[src/hw/rtl/sphere_frustum_cull_lod_defines.svh]
// Assertion macros shared by the sphere culling RTL.
`ifndef SPHERE_FRUSTUM_CULL_LOD_DEFINES_SVH
`define SPHERE_FRUSTUM_CULL_LOD_DEFINES_SVH
`ifndef SYNTHESIS
// Implication checked at every clock edge outside reset.
`define SFCL_ASSERT(lbl, clk_s, rstn_s, prop) \
    lbl: assert property (@(posedge clk_s) disable iff (!rstn_s) (prop)) \
        else $error("assertion failed");
// Condition that must never hold outside reset.
`define SFCL_NEVER(lbl, clk_s, rstn_s, expr) \
    lbl: assert property (@(posedge clk_s) disable iff (!rstn_s) !(expr)) \
        else $error("forbidden condition");
`else
`define SFCL_ASSERT(lbl, clk_s, rstn_s, prop)
`define SFCL_NEVER(lbl, clk_s, rstn_s, expr)
`endif
`endif

[src/hw/rtl/sfcl_pkg.sv]
// Types and constants shared by the sphere culling block.
`timescale 1ns / 1ps
package sfcl_pkg;
    localparam int DIST_W     = 22;
    localparam int SUM_W      = 46;
    localparam int ROOT_W     = 23;
    localparam int REM_W      = 48;
    localparam int NORM_W     = 12;
    localparam int OFFS_W     = 23;
    localparam int NORM_FRAC  = 10;
    localparam int PLANE_W    = 59;
    localparam int CAM_W      = 63;
    localparam int LIMIT_W    = 22;
    localparam int LODREG_W   = 44;
    localparam int PLANE_N    = 6;
    localparam int CFG_IDX_W  = 4;
    localparam int CFG_DATA_W = 64;

    localparam logic [CFG_IDX_W-1:0] REG_PLANE_BOTTOM = 4'd3;
    localparam logic [CFG_IDX_W-1:0] REG_PLANE_FAR    = 4'd5;
    localparam logic [CFG_IDX_W-1:0] REG_CAMERA       = 4'd6;
    localparam logic [CFG_IDX_W-1:0] REG_LOD_LIMITS   = 4'd7;

    localparam logic [1:0] LOD_NEAR = 2'd0;
    localparam logic [1:0] LOD_MID  = 2'd1;
    localparam logic [1:0] LOD_FAR  = 2'd2;

    localparam logic [DIST_W-1:0] DIST_MAX = {DIST_W{1'b1}};

    // Sideband that travels with a beat through the root pipeline.
    typedef struct packed {
        logic visible;
        logic big;
    } side_t;
endpackage

[src/hw/rtl/sfcl_isqrt.sv]
// Pipelined integer square root, one result bit per stage.
`timescale 1ns / 1ps
module sfcl_isqrt
(
    input  logic                           clk,
    input  logic                           rst_n,
    input  logic                           in_valid,
    input  logic [sfcl_pkg::SUM_W-1:0]     in_sum,
    input  sfcl_pkg::side_t                in_side,
    output logic                           out_valid,
    output logic [sfcl_pkg::ROOT_W-1:0]    out_root,
    output sfcl_pkg::side_t                out_side
);
    localparam int RW = sfcl_pkg::ROOT_W;
    localparam int MW = sfcl_pkg::REM_W;

    logic            valid_reg [RW];
    logic [MW-1:0]   rem_reg   [RW];
    logic [RW-1:0]   root_reg  [RW];
    sfcl_pkg::side_t side_reg  [RW];

    for (genvar j = 0; j < RW; j++) begin : g_stage
        localparam int K = RW - 1 - j;
        logic [MW-1:0]   rem_in;
        logic [RW-1:0]   root_in;
        logic            valid_in;
        sfcl_pkg::side_t side_in;
        logic [MW-1:0]   trial;
        logic [MW-1:0]   rem_next;
        logic [RW-1:0]   root_next;

        // Pick up the previous stage, or the input for the first one.
        if (j == 0) begin : g_first
            assign rem_in   = MW'(in_sum);
            assign root_in  = '0;
            assign valid_in = in_valid;
            assign side_in  = in_side;
        end
        else begin : g_rest
            assign rem_in   = rem_reg[j-1];
            assign root_in  = root_reg[j-1];
            assign valid_in = valid_reg[j-1];
            assign side_in  = side_reg[j-1];
        end

        // Try setting bit K of the root against the running remainder.
        always_comb
        begin
            trial = (MW'(root_in) << (K + 1)) | (MW'(1) << (2 * K));
            if (rem_in >= trial)
            begin
                rem_next  = rem_in - trial;
                root_next = root_in | (RW'(1) << K);
            end
            else
            begin
                rem_next  = rem_in;
                root_next = root_in;
            end
        end

        always_ff @(posedge clk or negedge rst_n)
        begin
            if (!rst_n)
            begin
                valid_reg[j] <= 1'b0;
            end
            else
            begin
                valid_reg[j] <= valid_in;
            end
        end

        always_ff @(posedge clk)
        begin
            rem_reg[j]  <= rem_next;
            root_reg[j] <= root_next;
            side_reg[j] <= side_in;
        end
    end

    assign out_valid = valid_reg[RW-1];
    assign out_root  = root_reg[RW-1];
    assign out_side  = side_reg[RW-1];
endmodule

[config.mk]
export PLATFORM = sky130hd
export DESIGN_NAME = sfcl_isqrt
export DESIGN_NICKNAME = d
export VERILOG_FILES = /design/src/hw/rtl/sphere_frustum_cull_lod_defines.svh /design/src/hw/rtl/sfcl_pkg.sv /design/src/hw/rtl/sfcl_isqrt.sv
export SDC_FILE = /design/constraint.sdc
export NUM_CORES = 2
export LEC_CHECK = 0
export CORE_UTILIZATION = 56
export DETAILED_ROUTE_END_ITERATION = 8
export DONT_BUFFER_PORTS = 1
export PLACE_DENSITY = 0.78
export SYNTH_ARGS = -nofsm -noshare
export SYNTH_HDL_FRONTEND = slang
export SYNTH_SLANG_ARGS = --single-unit
export TNS_END_PERCENT = 5
[constraint.sdc]
create_clock -name clk -period 5.29 [get_ports clk]
set_clock_uncertainty 0.2 [all_clocks]
set_input_delay 0.2645 -clock clk [delete_from_list [all_inputs] [get_ports clk]]
set_output_delay 0.2645 -clock clk [all_outputs]
set_load 0.005 [all_outputs]
==> run metrics <==
Final setup viols=0; post-synthesis cell area=between 50000 and 60000 um^2; Final Hold Violating Endpoints=0; setup ws final=1.35 ns; post-synth top area share=0.531; hold path depth=0; number of synthesized register bits=1400; largest net degree at the start of global routing=42; delay-heaviest family, CP=compound AO/OA/AOI/OAI gates; I/O pin cnt=just under 80; area share of fa/ha/maj cells after synthesis=0.0711; number of enable flip-flop cells after synthesis=0; CTS Root Cell=clkbuf_16; commonest non-fill, non-tap cell in the layout=dfxtp_1; commonest cells after routing, fill and taps aside=dfxtp_1 (1377), inv_1 (368), nand2_1 (313), nor2_1 (309), a21oi_1 (307); DP Wirelength=approximately 83000 um; CP bufs+invs=1; Port Buffers=0; synth warn=0; prevailing post-synth register cell=dfxtp_1; R2R cell count=10; Clock Latency Late Sink=a little under 0.8 ns; cts repair resizes=0; Critical Path Max Stage Delay=approximately 0.8 ns; Final Wtd Congestion=0.909; RSZ-0062 raised after global routing=false; number of antenna-violating nets in the routed design=0; routed vias/inst=between 5 and 6; WP data required=5.74 ns; cell count after synthesis=approximately 5000; Clock Path Buffers=3; gr usage total=0.256; area added between synthesis and finish=13.9%; critical path startpoint category=register; Synth Area per Inst=10.2 um^2; Largest register FFs=around 1100; Simple-Gate Fraction of Synth Area=0.150; Synth cell types=87; syn_nets=5450; Critical Path End Type=register; pwr dens=between 500 and 600 nW/um^2; WP data arrival=between 4 and 5 ns; vias in the first global route=37300; max-cap violations=0; total grt overflow=0; global-route wire length before repair=between 150000 and 200000 um; CTS Buf Count=between 100 and 150; core area=between 90000 and 100000 um^2; antenna violations before repair=0; stages on the worst setup path=10; die width=a little over 300 um; Final TNS setup=0 ns; fmax=0.254 GHz; vias post-DR=37000; initial core utilization=0.565; row cnt=around 110; share of layout cells above drive strength 1=0.0611; Setup Slack @ Placement=between 1 and 1.5 ns; CP Class=reg2reg; final period utilization=0.746; worst-margin pin slew=approximately 1.1 ns; critical-path cell list=inv_1 > ha_1 > nor2b_1 > o31ai_1 > a21oi_1 > a21oi_1 > o211a_1 > or4_1 > nor4_1 > xor2_1; largest family of logic cells by synthesized area=simple AND/OR/NAND/NOR gates; Die Height=roughly 310 um; Static Leakage=~0.027 uW; cell mode on critical path=a21oi_1; CTS tree=yes; Clock H-tree levels=4; DR iter-0 viols=2596; sequential share of the synthesized area=0.542; utilization after layout=0.644; crit path max fanout=36; Inserted Diodes=0; status=completed; Final nets=around 5600; Synth area leader=dfxtp_1; worst vdd ir=~460 uV; compound-cell area share of the yosys netlist=0.109; residual DRC count=0; drt pass-1 iters=7; Slew HR=0.236; Async SR Flop Fraction=0.0164; die area=93900 um^2; synth top area cells=dfxtp_1 (53%), ha_1 (7.1%), xnor2_1 (4.4%); clock sinks=1400; DR WL/cell=approximately 18 um; Synth Area in XOR/XNOR=0.0806; Hold WS=around 0.12 ns; post-synthesis mux area share=0.0126; Final min period=slightly below 4 ns; Pins Over Slew Limit=0; Worst-path clk slew=about 0.06 ns; slowest cell on the critical path=or4_1; worst min-delay path category=reg2reg; total wire length=121000 um
## path summary, 6_finish.rpt
path                                 start              endpoint  slack (ns)
setup reg to reg            root_reg[2][6]       rem_reg[17][44]        1.35
min in group asynchronous            rst_n  g_stage[11].valid_in        0.50
hold reg to reg            side_reg[1][13]       side_reg[1][15]        0.12
hold / removal             side_reg[1][13]       side_reg[1][15]        0.12
max in group asynchronous            rst_n  g_stage[13].valid_in        3.74
setup / recovery            root_reg[2][6]       rem_reg[17][44]        1.35
## cell families (layout without fill, tap and decap cells)
group	count (synthesis)	in the layout
adders and majority gates	295	295
and+or+nand+nor	1488	1488
DFF	1400	1400
AOI/OAI and AO/OA	912	912
other	1	1
buffers and inverters	473	735
xor gates and xnor gates	478	478
muxes	57	57
## metal layers
layer  up-vias  wire [um]  global-route usage
li1      18100          -                   -
met1     17700      48500               0.288
met2       970      62000               0.471
met3       320       5010              0.0407
met4         0       5160               0.120
met5         -          0                   0
## power breakdown
part           leakage, uW  internal, uW  switching (uW)
registers           0.0118         12700            1930
clock network      0.00234          5970            4320
logic               0.0125          2760            3240
total               0.0267         21400            9490
## cell type report
cell class,instances,area [um^2]
clock buffer,195,3880
clock inverter,53,1020
fill,6784,32700
inverter,369,1390
multi-input combinational,3231,22000
sequential,1400,28100
tap,1243,1560
timing repair buffer,118,1140
## cell usage after synthesis (all sizes together), types with 10 or more instances
cell type and count:
a31oi 16, o211ai 26, nor2b 38, nand3 97, dfrtp 23, a21boi 13
mux2 50, o21a 50, nand4 80, o31ai 24, o21bai 22, clkbuf 88
and2 16, buf 16, or3 60, nor2 309, nor4b 27, dfxtp 1377
or2 19, nor3b 14, a211o 10, nand4b 18, o21ai 227, a21oi 307
nand2b 50, nand2 313, ha 295, xnor2 260, a221oi 11, nor3 145
or4 46, a21o 89, and3 27, nor4 173, inv 369, xor2 218
nand3b 27, a211oi 31
## worst register-to-register path, cell delays in order (launching register included)
cell     delay (ns)
dfxtp_1        0.33
inv_1          0.05
ha_1           0.36
nor2b_1        0.19
o31ai_1        0.11
a21oi_1        0.38
a21oi_1        0.26
o211a_1        0.69
or4_1          0.82
nor4_1         0.29
xor2_1         0.17
## metrics by stage
step / instance area (um^2) / total power, uW / std cells
after CTS: 59100 / 30900 / 6609
after global routing: 59100 / 32400 / 6609
final: 59100 / 30900 / 6609
after detailed placement: 53200 / 20600 / 6259
after global placement: 53200 / 20500 / 6259
after floorplan: 51900 / 18800 / 5104
## timing repair
| action | CTS | global route |
|---|---|---|
| setup buffers | 0 | 0 |
| hold buffers | 102 | 0 |
| hold endpoints to repair | 73 | 0 |
Power figures use the tool's default switching activity.
